File: src/sv/csl_pkg.sv
// ----------------------------------------------------------------------------
// csl_pkg
// Shared types, codes and defaults for the C subset lexer.
// ----------------------------------------------------------------------------
`default_nettype none

package csl_pkg;

    localparam int OFFSET_BITS_DEF = 24;
    localparam int LINE_BITS_DEF   = 16;
    localparam int COLUMN_BITS_DEF = 16;
    localparam int LENGTH_BITS_DEF = 8;

    localparam int KIND_BITS = 3;
    localparam int CHAR_BITS = 8;

    localparam int REC_QUEUE_DEPTH = 4;

    typedef enum logic [KIND_BITS-1:0] {
        KIND_IDENT   = 3'd0,
        KIND_KEYWORD = 3'd1,
        KIND_INTEGER = 3'd2,
        KIND_PUNCT   = 3'd3,
        KIND_END     = 3'd4,
        KIND_ERROR   = 3'd5
    } kind_t;

    // Records written into the result queue in the same cycle.
    typedef struct packed {
        logic first;
        logic second;
    } push_t;

    function automatic logic [CHAR_BITS-1:0] kw_int_char(input logic [1:0] idx);
        logic [CHAR_BITS-1:0] ch;
        case (idx)
            2'd0:    ch = 8'h69;
            2'd1:    ch = 8'h6e;
            2'd2:    ch = 8'h74;
            default: ch = 8'h00;
        endcase
        return ch;
    endfunction

    function automatic logic [CHAR_BITS-1:0] kw_return_char(input logic [2:0] idx);
        logic [CHAR_BITS-1:0] ch;
        case (idx)
            3'd0:    ch = 8'h72;
            3'd1:    ch = 8'h65;
            3'd2:    ch = 8'h74;
            3'd3:    ch = 8'h75;
            3'd4:    ch = 8'h72;
            3'd5:    ch = 8'h6e;
            default: ch = 8'h00;
        endcase
        return ch;
    endfunction

endpackage

`default_nettype wire

File: src/sv/csl_rec_queue.sv
// ----------------------------------------------------------------------------
// csl_rec_queue
// Small result queue that takes up to two records a cycle and gives one while the reader is ready.
// ----------------------------------------------------------------------------
`default_nettype none

module csl_rec_queue
    import csl_pkg::*;
#(
    parameter int WIDTH = 8
)(
    input  wire logic             clk,
    input  wire logic             rst_n,
    input  wire push_t            push,
    input  wire logic [WIDTH-1:0] wr0,
    input  wire logic [WIDTH-1:0] wr1,
    output logic                  space_ok,
    output logic                  rd_valid,
    input  wire logic             rd_ready,
    output logic [WIDTH-1:0]      rd_data
);

    localparam int PTR_BITS = $clog2(REC_QUEUE_DEPTH);
    localparam int CNT_BITS = $clog2(REC_QUEUE_DEPTH + 1);

    logic [WIDTH-1:0]    mem_reg [REC_QUEUE_DEPTH];
    logic [PTR_BITS-1:0] wr_ptr_reg, rd_ptr_reg;
    logic [CNT_BITS-1:0] count_reg;
    logic                pop;
    logic [CNT_BITS-1:0] n_push;

    assign pop      = rd_valid && rd_ready;
    assign rd_valid = count_reg != '0;
    assign rd_data  = mem_reg[rd_ptr_reg];
    assign space_ok = count_reg <= CNT_BITS'(REC_QUEUE_DEPTH - 2);
    assign n_push   = CNT_BITS'(push.first) + CNT_BITS'(push.second);

    always_ff @(posedge clk)
    begin
        if (push.first)
        begin
            mem_reg[wr_ptr_reg] <= wr0;
        end
        if (push.second)
        begin
            mem_reg[wr_ptr_reg + PTR_BITS'(1)] <= wr1;
        end
    end

    always_ff @(posedge clk or negedge rst_n)
    begin
        if (!rst_n)
        begin
            wr_ptr_reg <= '0;
            rd_ptr_reg <= '0;
            count_reg  <= '0;
        end
        else
        begin
            wr_ptr_reg <= wr_ptr_reg + PTR_BITS'(n_push);
            if (pop)
            begin
                rd_ptr_reg <= rd_ptr_reg + PTR_BITS'(1);
            end
            count_reg <= count_reg + n_push - CNT_BITS'(pop);
        end
    end

endmodule

`default_nettype wire

File: config.mk
export PLATFORM = sky130hd
export DESIGN_NAME = csl_rec_queue
export DESIGN_NICKNAME = d
export VERILOG_FILES = /design/src/sv/csl_pkg.sv /design/src/sv/csl_rec_queue.sv
export SDC_FILE = /design/constraint.sdc
export NUM_CORES = 1
export LEC_CHECK = 0
export BUFFER_PORTS_ARGS = -buffer_cell sky130_fd_sc_hd__buf_2
export CORE_MARGIN = 2
export CORE_UTILIZATION = 60
export CTS_CLUSTER_DIAMETER = 120
export DETAILED_ROUTE_END_ITERATION = 8
export PLACE_DENSITY = 0.92
export SLEW_MARGIN = 25
export SYNTH_ARGS = -nofsm -noshare
export SYNTH_HDL_FRONTEND = slang
export SYNTH_SLANG_ARGS = --single-unit
File: constraint.sdc
create_clock -name clk -period 3.3 [get_ports clk]
set_input_delay 0 -clock clk [delete_from_list [all_inputs] [get_ports clk]]
set_output_delay 0 -clock clk [all_outputs]
set_load 0.02 [all_outputs]
==> flow_metrics.tcl <==
set metrics [dict create \
    start_util_pct 63.9 \
    drt_iter0_drc 59 \
    root_buffer "clkbuf_4" \
    grt_usage_pct 24.4 \
    cts_tree "done" \
    layoutNonFillerInstCount 223 \
    synthFlopType "edfxtp_1" \
    io_pins 31 \
    fmax_mhz 449 \
    setup_viol 0 \
    ys_types 23 \
    ctsResizeCount 0 \
    yosysWarningCount 0 \
    final.setup.tns_ns 0 \
    hold_viol_final 0 \
    outcome "completed" \
    largest_reg_flops 32 \
    clk_pin_slew_ns 0.11 \
    async_flop_share_pct 17.9 \
    grt.met3_usage_pct 6.93 \
    cts_buffers 5 \
    area_growth_pct 26.5 \
    holdBufCountCts 27 \
    antenna_cells 0 \
    synth-edff-count 32 \
    dp_hpwl_microns 2450 \
    fin_crit_sh_pct 67.5 \
    dpl_cell_area_sq_um 2170 \
    grt_pass1_vias 1320 \
    drt-pass1-iter-count 4 \
    use_met2_pct 42.1 \
    synth_top_area_share_pct 48.9 \
    cp-start-kind "flip-flop" \
    postRouteAntennaNets 0 \
    ys_ff_latch 39 \
    tightest_slew_ns 0.811 \
    grt_max_degree 12 \
    multi_input_area_sq_um 786 \
    slew_headroom_pct 45.8 \
    regArea_sq_um 1140 \
    die_w_microns 61.3 \
    fin_hold_ws_ns 0.0384 \
    power_mw 1.95 \
    layout-drive-gt1-share_pct 44.7 \
    grt_remaining_overflow 0 \
    crit_type "reg -> reg" \
    antenna_found_initial 0 \
    top_usage_layer "met2" \
    rsz0062_at_grt "false" \
    setup_ws_ns 1.07 \
    htreeDepth 2 \
    netlist.top_cell.by_area "edfxtp_1" \
    endpoint_kind "flip-flop" \
    rows 20 \
    die_area_sq_um 3750 \
    drt-total-wl_microns 3900 \
    path_max_fanout 8 \
    dr_total_vias 1221 \
    nets 205 \
    synth.area.top_cells "edfxtp_1 (49%), mux2_2 (18%), mux4_2 (9.2%)" \
    min_period_ns 2.23 \
    postCtsSetupBuffers 0 \
    syn_nets 143 \
    synth_area_per_cell_sq_um 17.0 \
    p_leak_nw 0.961 \
    grt_pass1_wl_microns 6170 \
    final.fill_count 165 \
    die_height_microns 61.3 \
    powerDensity_nw_per_um2 784 \
    numPortBuffers 30 \
    globalplace.congestion 0.715 \
    place_ws_ns 1.25 \
    clock_path_buffers 2 \
    via_per_inst 5.48 \
    drc 0 \
    seq_area_frac_synth_pct 57.8 \
    drv_cap 0 \
    finalInstanceArea_sq_um 2490 \
    fp.coreArea_sq_um 3080 \
    place_inst 188 \
    netlist_instances 116 \
    met1_usage_pct 28.7 \
    min_path_type "in -> reg" \
    cts.sink_count 39 \
    slew_violations 0 \
    post_drt_wl_per_cell_microns 17.5 \
    clk_latency_ns 0.35 \
    syn-cell-area_sq_um 1970 \
    utilization_pct 80.8 \
    ir_drop_mv 0.510 \
    cp.required_ns 3.42 \
    worstPathArrival_ns 2.35 \
    finClkSkew_ns 0.0105 \
]
==> metal layers <==
metal,part of all wire (%),up-vias
met5,0,-
met4,2.7,0
met3,4.8,12
met2,53,35
met1,39,599
li1,-,575
==> cell usage after synthesis (all sizes together) (2+ instances only) <==
cell / n
xor2: 2
xnor2: 4
mux4: 8
edfxtp: 32
dfrtp: 7
nand3b: 2
o21ai: 2
inv: 7
mux2: 32
nor2: 2
buf: 4
ha: 5
==> critical path, cell delays in order, from the launching register on <==
cell and delay (ns):
dfrtp_1 0.51, nor3b_4 0.52, mux2_2 0.40, dlygate4sd3_1 0.57
==> report_power, final <==
group	leakage [nW]	internal (mW)	switching, mW	total [mW]
registers	0.382	0.747	0.143	0.890
clock network	0.0265	0.0849	0.149	0.234
logic	0.553	0.415	0.411	0.826
==> final timing paths <==
kind                                    startpoint  slack, ns                   endpoint  depth (start not counted)
setup / recovery           wr_ptr_reg[1]$_DFF_PN0_       1.07    mem_reg[1][1]$_DFFE_PP_                          3
hold / removal                             push[1]       0.04    wr_ptr_reg[0]$_DFF_PN0_                          3
setup reg to reg           wr_ptr_reg[1]$_DFF_PN0_       1.07    mem_reg[1][1]$_DFFE_PP_                          3
hold reg to reg             count_reg[2]$_DFF_PN0_       0.56     count_reg[2]$_DFF_PN0_                          1
max in group asynchronous                    rst_n       2.45  rd_ptr_reg[1]$_DFFE_PN0P_                          3
min in group asynchronous                    rst_n       0.59     count_reg[0]$_DFF_PN0_                          3
==> cell type report <==
type,instances,share of cell area [%]
inverters,7,1.06
clock buffers,8,1.96
well taps,44,2.21
flip-flops and latches,39,45.7
multi-input cells,66,31.6
repair buffers,59,17.5
==> cell usage in the layout (no fill, tap or decap) <==
cell type	instances
mux2_2	32
edfxtp_1	32
buf_2	30
dlygate4sd3_1	27
mux4_2	8
inv_1	7
dfrtp_1	7
ha_1	5
clkbuf_4	5
xnor2_1	4
clkbuf_1	3
xor2_1	2
nor2_1	2
o21ai_0	2
buf_4	2
nor3b_4	1
nand3_2	1
nand3b_2	1
nand3b_1	1
o31a_1	1
mux2i_1	1
nand2b_1	1
or3_1	1
a21oi_1	1
o311ai_0	1
fa_1	1
==> cells by family (layout without fill, tap and decap cells) <==
family,Yosys count,in the layout,share of synthesized area [%]
buffers and inverters,11,74,2.29
muxes,41,41,28.0
and+or+nand+nor,8,8,3.44
adders and majority gates,6,6,4.20
AOI/OAI and AO/OA,5,5,1.65
DFF,39,39,57.8
xor gates and xnor gates,6,6,2.67
Note: power is estimated with default switching activity, not from simulation.
