===== src/sv/csl_pkg.sv =====
// ----------------------------------------------------------------------------
// csl_pkg
// Shared types, codes and defaults for the C subset lexer.
// ----------------------------------------------------------------------------
`default_nettype none

package csl_pkg;

    localparam int OFFSET_BITS_DEF = 24;
    localparam int LINE_BITS_DEF   = 16;
    localparam int COLUMN_BITS_DEF = 16;
    localparam int LENGTH_BITS_DEF = 8;

    localparam int KIND_BITS = 3;
    localparam int CHAR_BITS = 8;

    localparam int REC_QUEUE_DEPTH = 4;

    typedef enum logic [KIND_BITS-1:0] {
        KIND_IDENT   = 3'd0,
        KIND_KEYWORD = 3'd1,
        KIND_INTEGER = 3'd2,
        KIND_PUNCT   = 3'd3,
        KIND_END     = 3'd4,
        KIND_ERROR   = 3'd5
    } kind_t;

    // Records written into the result queue in the same cycle.
    typedef struct packed {
        logic first;
        logic second;
    } push_t;

    function automatic logic [CHAR_BITS-1:0] kw_int_char(input logic [1:0] idx);
        logic [CHAR_BITS-1:0] ch;
        case (idx)
            2'd0:    ch = 8'h69;
            2'd1:    ch = 8'h6e;
            2'd2:    ch = 8'h74;
            default: ch = 8'h00;
        endcase
        return ch;
    endfunction

    function automatic logic [CHAR_BITS-1:0] kw_return_char(input logic [2:0] idx);
        logic [CHAR_BITS-1:0] ch;
        case (idx)
            3'd0:    ch = 8'h72;
            3'd1:    ch = 8'h65;
            3'd2:    ch = 8'h74;
            3'd3:    ch = 8'h75;
            3'd4:    ch = 8'h72;
            3'd5:    ch = 8'h6e;
            default: ch = 8'h00;
        endcase
        return ch;
    endfunction

endpackage

`default_nettype wire


===== src/sv/csl_scan.sv =====
// ----------------------------------------------------------------------------
// csl_scan
// Input register, scanner state and per-byte classification.
// ----------------------------------------------------------------------------
`default_nettype none

module csl_scan
    import csl_pkg::*;
#(
    parameter int OFFSET_BITS = OFFSET_BITS_DEF,
    parameter int LINE_BITS   = LINE_BITS_DEF,
    parameter int COLUMN_BITS = COLUMN_BITS_DEF,
    parameter int LENGTH_BITS = LENGTH_BITS_DEF,
    localparam int REC_BITS   = KIND_BITS + OFFSET_BITS + LENGTH_BITS + LINE_BITS
                                + COLUMN_BITS + CHAR_BITS + 1
)(
    input  wire logic                 clk,
    input  wire logic                 rst_n,
    input  wire logic                 in_valid,
    output logic                      in_ready,
    input  wire logic [CHAR_BITS-1:0] in_char,
    input  wire logic                 in_eot,
    input  wire logic                 space_ok,
    output push_t                     push,
    output logic [REC_BITS-1:0]       rec0,
    output logic [REC_BITS-1:0]       rec1
);

    typedef struct packed {
        logic [KIND_BITS-1:0]   kind;
        logic [OFFSET_BITS-1:0] offset;
        logic [LENGTH_BITS-1:0] length;
        logic [LINE_BITS-1:0]   line;
        logic [COLUMN_BITS-1:0] column;
        logic [CHAR_BITS-1:0]   ch;
        logic                   last;
    } rec_t;

    typedef enum logic [1:0] {
        MODE_IDLE,
        MODE_IDENT,
        MODE_INT
    } mode_t;

    logic                   s0_valid_reg;
    logic [CHAR_BITS-1:0]   s0_char_reg;
    logic                   s0_eot_reg;

    mode_t                  mode_reg, mode_next;
    logic [1:0]             cand_reg, cand_next;
    logic [OFFSET_BITS-1:0] pend_off_reg, pend_off_next;
    logic [LENGTH_BITS-1:0] pend_len_reg, pend_len_next;
    logic [LINE_BITS-1:0]   pend_line_reg, pend_line_next;
    logic [COLUMN_BITS-1:0] pend_col_reg, pend_col_next;
    logic [OFFSET_BITS-1:0] cur_off_reg, cur_off_next;
    logic [LINE_BITS-1:0]   cur_line_reg, cur_line_next;
    logic [COLUMN_BITS-1:0] cur_col_reg, cur_col_next;

    logic                   fire;
    logic                   is_alpha, is_digit, is_start, is_ident, is_space, is_punct;
    logic                   extend, flush, emit_b, is_kw;
    rec_t                   pend_rec, b_rec, r0, r1;
    logic [OFFSET_BITS-1:0] off_inc;
    logic [LINE_BITS-1:0]   line_inc;
    logic [COLUMN_BITS-1:0] col_inc;
    logic [LENGTH_BITS-1:0] len_inc;

    assign in_ready = !s0_valid_reg || space_ok;
    assign fire     = s0_valid_reg && space_ok;

    always_comb
    begin
        is_alpha = s0_char_reg inside {[8'h61:8'h7a], [8'h41:8'h5a]};
        is_digit = s0_char_reg inside {[8'h30:8'h39]};
        is_start = is_alpha || (s0_char_reg == 8'h5f);
        is_ident = is_start || is_digit;
        is_space = s0_char_reg inside {8'h20, [8'h09:8'h0d]};
        is_punct = s0_char_reg inside {8'h28, 8'h29, 8'h7b, 8'h7d, 8'h3b};

        off_inc  = (cur_off_reg == '1) ? cur_off_reg : cur_off_reg + OFFSET_BITS'(1);
        line_inc = (cur_line_reg == '1) ? cur_line_reg : cur_line_reg + LINE_BITS'(1);
        col_inc  = (cur_col_reg == '1) ? cur_col_reg : cur_col_reg + COLUMN_BITS'(1);
        len_inc  = (pend_len_reg == '1) ? pend_len_reg : pend_len_reg + LENGTH_BITS'(1);

        extend = !s0_eot_reg && (((mode_reg == MODE_IDENT) && is_ident)
                                 || ((mode_reg == MODE_INT) && is_digit));
        flush  = (mode_reg != MODE_IDLE) && !extend;
        emit_b = s0_eot_reg || !(is_space || is_ident);

        is_kw = (cand_reg[0] && (pend_len_reg == LENGTH_BITS'(3)))
                || (cand_reg[1] && (pend_len_reg == LENGTH_BITS'(6)));

        pend_rec.kind   = (mode_reg == MODE_INT) ? KIND_INTEGER
                          : (is_kw ? KIND_KEYWORD : KIND_IDENT);
        pend_rec.offset = pend_off_reg;
        pend_rec.length = pend_len_reg;
        pend_rec.line   = pend_line_reg;
        pend_rec.column = pend_col_reg;
        pend_rec.ch     = '0;
        pend_rec.last   = !emit_b;

        b_rec.kind   = s0_eot_reg ? KIND_END : (is_punct ? KIND_PUNCT : KIND_ERROR);
        b_rec.offset = cur_off_reg;
        b_rec.length = s0_eot_reg ? '0 : LENGTH_BITS'(1);
        b_rec.line   = cur_line_reg;
        b_rec.column = cur_col_reg;
        b_rec.ch     = s0_eot_reg ? '0 : s0_char_reg;
        b_rec.last   = 1'b1;

        r0 = flush ? pend_rec : b_rec;
        r1 = b_rec;

        push.first  = fire && (flush || emit_b);
        push.second = fire && flush && emit_b;

        mode_next      = mode_reg;
        cand_next      = cand_reg;
        pend_off_next  = pend_off_reg;
        pend_len_next  = pend_len_reg;
        pend_line_next = pend_line_reg;
        pend_col_next  = pend_col_reg;
        cur_off_next   = off_inc;
        cur_line_next  = cur_line_reg;
        cur_col_next   = col_inc;

        if (s0_eot_reg)
        begin
            mode_next     = MODE_IDLE;
            cand_next     = '0;
            cur_off_next  = '0;
            cur_line_next = LINE_BITS'(1);
            cur_col_next  = COLUMN_BITS'(1);
        end
        else
        begin
            if (s0_char_reg == 8'h0a)
            begin
                cur_line_next = line_inc;
                cur_col_next  = COLUMN_BITS'(1);
            end
            if (extend)
            begin
                if (mode_reg == MODE_IDENT)
                begin
                    if (!((pend_len_reg < LENGTH_BITS'(3))
                          && (s0_char_reg == kw_int_char(pend_len_reg[1:0]))))
                    begin
                        cand_next[0] = 1'b0;
                    end
                    if (!((pend_len_reg < LENGTH_BITS'(6))
                          && (s0_char_reg == kw_return_char(pend_len_reg[2:0]))))
                    begin
                        cand_next[1] = 1'b0;
                    end
                end
                pend_len_next = len_inc;
            end
            else if (is_ident)
            begin
                mode_next      = is_digit ? MODE_INT : MODE_IDENT;
                cand_next      = is_digit ? 2'b00
                                 : {s0_char_reg == 8'h72, s0_char_reg == 8'h69};
                pend_off_next  = cur_off_reg;
                pend_len_next  = LENGTH_BITS'(1);
                pend_line_next = cur_line_reg;
                pend_col_next  = cur_col_reg;
            end
            else
            begin
                mode_next = MODE_IDLE;
                cand_next = '0;
            end
        end
    end

    assign rec0 = r0;
    assign rec1 = r1;

    always_ff @(posedge clk or negedge rst_n)
    begin
        if (!rst_n)
        begin
            s0_valid_reg  <= 1'b0;
            s0_char_reg   <= '0;
            s0_eot_reg    <= 1'b0;
            mode_reg      <= MODE_IDLE;
            cand_reg      <= '0;
            pend_off_reg  <= '0;
            pend_len_reg  <= '0;
            pend_line_reg <= LINE_BITS'(1);
            pend_col_reg  <= COLUMN_BITS'(1);
            cur_off_reg   <= '0;
            cur_line_reg  <= LINE_BITS'(1);
            cur_col_reg   <= COLUMN_BITS'(1);
        end
        else
        begin
            if (in_ready)
            begin
                s0_valid_reg <= in_valid;
                s0_char_reg  <= in_char;
                s0_eot_reg   <= in_eot;
            end
            if (fire)
            begin
                mode_reg      <= mode_next;
                cand_reg      <= cand_next;
                pend_off_reg  <= pend_off_next;
                pend_len_reg  <= pend_len_next;
                pend_line_reg <= pend_line_next;
                pend_col_reg  <= pend_col_next;
                cur_off_reg   <= cur_off_next;
                cur_line_reg  <= cur_line_next;
                cur_col_reg   <= cur_col_next;
            end
        end
    end

endmodule

`default_nettype wire


===== config.mk =====
export PLATFORM = sky130hd
export DESIGN_NAME = csl_scan
export DESIGN_NICKNAME = d
export VERILOG_FILES = /design/src/sv/csl_pkg.sv /design/src/sv/csl_scan.sv
export SDC_FILE = /design/constraint.sdc
export NUM_CORES = 1
export LEC_CHECK = 0
export BUFFER_PORTS_ARGS = -buffer_cell sky130_fd_sc_hd__buf_4
export CAP_MARGIN = 20
export CORE_MARGIN = 3
export CORE_UTILIZATION = 56
export CTS_CLUSTER_SIZE = 20
export DETAILED_ROUTE_END_ITERATION = 16
export GPL_TIMING_DRIVEN = 0
export PLACE_DENSITY = 0.89
export SLEW_MARGIN = 30
export SYNTH_ARGS = -nofsm -noshare
export SYNTH_HDL_FRONTEND = slang
export SYNTH_SLANG_ARGS = --single-unit

===== constraint.sdc =====
create_clock -name clk -period 3.45 [get_ports clk]
set_input_delay 0.69 -clock clk [delete_from_list [all_inputs] [get_ports clk]]
set_output_delay 0.69 -clock clk [all_outputs]
set_load 0.005 [all_outputs]

==> out/results.ini <==
[synth]
syn_inst = 782
avgSynthCellArea_um2 = 10.3
netlist_area_um2 = 8050
seq_area_frac_synth = 0.417
ys_ff_latch = 134
synth_enable_flop_cells = 0
yosys_warnings = 0
async_reset_ff_frac = 1.00
dominantRegCellSynth = dfrtp_1
yosysUniqueCellTypes = 67

[finish]
fin_util = 0.741
num_antenna_cells = 0
layout-drive-gt1-share = 0.377
layout_commonest_cell = buf_4
nFillCells = 1007
num-nets-final = 1000
multiInputGateArea_um2 = 4390
final-seq-area_um2 = 3360
syn2layout_area_growth_pct = 28.8
final_cell_mix = 178 x buf_4, 127 x dfrtp_1, 69 x mux2_2, 51 x nand2_1, 50 x mux2_4

[clock_network]
cts_root_buf = clkbuf_16
cts_made_buffers = 17
cts_num_sinks = 134
clk_pin_slew_ns = 0.06
cts_buffer_depth = 2
hold_buffers = 0
clk_latency_ns = 0.43
h-tree-depth = 4
tritoncts = yes

[floorplan]
dieArea_um2 = 15800
initial_core_util = 0.575
die_w_um = 126
die_y_um = 126
ios = 168
fp-row-count = 43
core-area_um2 = 14000

[drt]
wl_per_cell_um = 19.0
dr_total_vias = 7228
drc = 0
ant_nets = 0
first_iter_violations = 756
drt_wl_total_mm = 22.2
firstDrtPassIters = 5
avgViaCountPerCell = 6.18

[critical_path]
critPathKind = reg -> out
path_cells = and4b_1 > a2111o_1 > o21a_1 > buf_6 > o32a_1 > buf_6 > buf_6 > mux2_2 > buf_4
worstSetupStartpointType = register
r2r_start = cur_col_reg[0]
required_ns = 2.76
r2r_end = cur_col_reg[3]
crit_slowest_cell = dfrtp_2
r2r.worst_path.cells = 7
path_common_cell = buf_6
crit_arrival_ns = 2.83
slowest_delay_ns = 0.45
r2r_setup_slack_ns = 0.50
end_kind = primary output
cp_max_fo = 10

[global_route]
grt_usage = 0.282
grt_max_degree = 81
antenna_found_initial = 0
grt_pass1_wl_mm = 36.5
grt_pass1_vias = 7125
grt-ovfl-total = 0

[power_and_ir_drop]
leakagePower_nw = 4.92
p_total_mw = 5.04
power_density_nw_per_um2 = 487
irDropWorstVdd_uv = 343

[placement]
pre_cts_slack_ns = -0.0890
gp_congestion = 0.893
dp.final_hpwl_mm = 14.9
portBuffers = 159

[timing]
slew_violations = 0
finalSetupTns_ns = -1.95
layout_min_cycle_time_ns = 3.52
whs_ns = 0.183
timing.final.ws_setup_ns = -0.0659
fmax_mhz = 284
skew_ns = 0.00821
period_share = 1.02
final-hold-violation-count = 0
setup_violations = 52
slew_headroom = 0.430
tightest_slew_ns = 0.848
rsz0062_at_grt = yes

[status]
status = finished with violations
violations = setup timing

[job]
cap_violations = 0

[hold_path]
hold_path.class = in -> async

## stage by stage
step	std cells	cell area [µm²]
after floorplan	788	8070
after global placement	1127	9490
after detailed placement	1128	9520
after CTS	1164	10300
after global routing	1169	10400
final	1169	10400
## routing by layer
layer	up-vias	part of all wire	global-route usage
li1	3277	-	-
met1	3503	0.41	0.372
met2	384	0.49	0.457
met3	64	0.075	0.0725
met4	0	0.026	0.0940
met5	-	0	0
## synth_stat cells, drive strengths merged, types with 3 or more instances
cell      n  area (µm²)
a211oi    7        52.6
mux2i     6        60.1
nand3    30         150
nor2b     8        50.1
dfrtp   130        3250
and4      6        52.6
nor4      4        25.0
xnor2     9        78.8
o31ai    18         135
xor2      5        43.8
o211ai    4        30.0
buf      24         188
and3      6        37.5
a41oi     4        35.0
clkbuf   30         113
or4      21         158
a21oi    43         215
nor2     44         165
o21ai    37         185
nand2    51         191
or3      15        93.8
nand3b    4        30.0
o21a      5        37.5
a31o      5        43.8
ha       11         138
and2     12        75.1
nor3     18        90.1
nand2b   10        62.6
inv      19        71.3
a31oi    11        68.8
dfstp     4         105
a21o      5        37.5
or2       5        31.3
nand4    17         106
mux2    119        1530
o21bai    3        22.5
## worst max-delay path by stage
stage / to / cells after the start / from / slack, ns
after floorplan: rec0[12] / 9 / s0_char_reg[1] / 0.56
after global routing: rec0[38] / 9 / s0_char_reg[5] / -0.13
after global placement: rec0[23] / 10 / s0_char_reg[0] / -0.06
after detailed placement: rec0[23] / 10 / s0_char_reg[0] / -0.09
after CTS: rec0[56] / 9 / s0_char_reg[4] / -0.06
final: rec0[38] / 9 / s0_char_reg[4] / -0.07
## power breakdown
group	leakage (nW)	internal, mW	switching (mW)
clock	0.306	1.29	0.722
sequential	1.80	1.73	0.175
combinational	2.81	0.603	0.533
## critical path: cells and delay by family (launching register included)
| kind | cells | cell delay [ns] |
|---|---|---|
| compound gates | 3 | 0.82 |
| buf+inv | 4 | 0.61 |
| flops | 1 | 0.45 |
| mux | 1 | 0.29 |
| simple gates | 1 | 0.23 |
## cell families after synthesis
family                   after synthesis  share of synthesized area
XOR/XNOR                              14                     0.0152
flip-flops                           134                      0.417
AO/OA/AOI/OAI                        163                      0.132
other                                  2                   0.000933
AND/OR/NAND/NOR                      259                      0.173
adder cells (fa/ha/maj)               11                     0.0171
multiplexers                         125                      0.197
buffers and inverters                 74                     0.0466
## layout make-up
type | instances | share of cell area
timing repair buffer | 170 | 0.126
sequential | 134 | 0.324
clock buffer | 17 | 0.0411
clock inverter | 15 | 0.0217
tap | 180 | 0.0217
inverter | 20 | 0.00725
buffer | 53 | 0.0343
multi-input combinational | 580 | 0.424
## what timing repair did
action,CTS,global route
resized for setup,20,16
endpoints found under the setup margin,78,72
setup buffers,5,5
gates cloned,0,0
pin swaps,3,0
No activity file was read; power rests on OpenSTA's default activity.
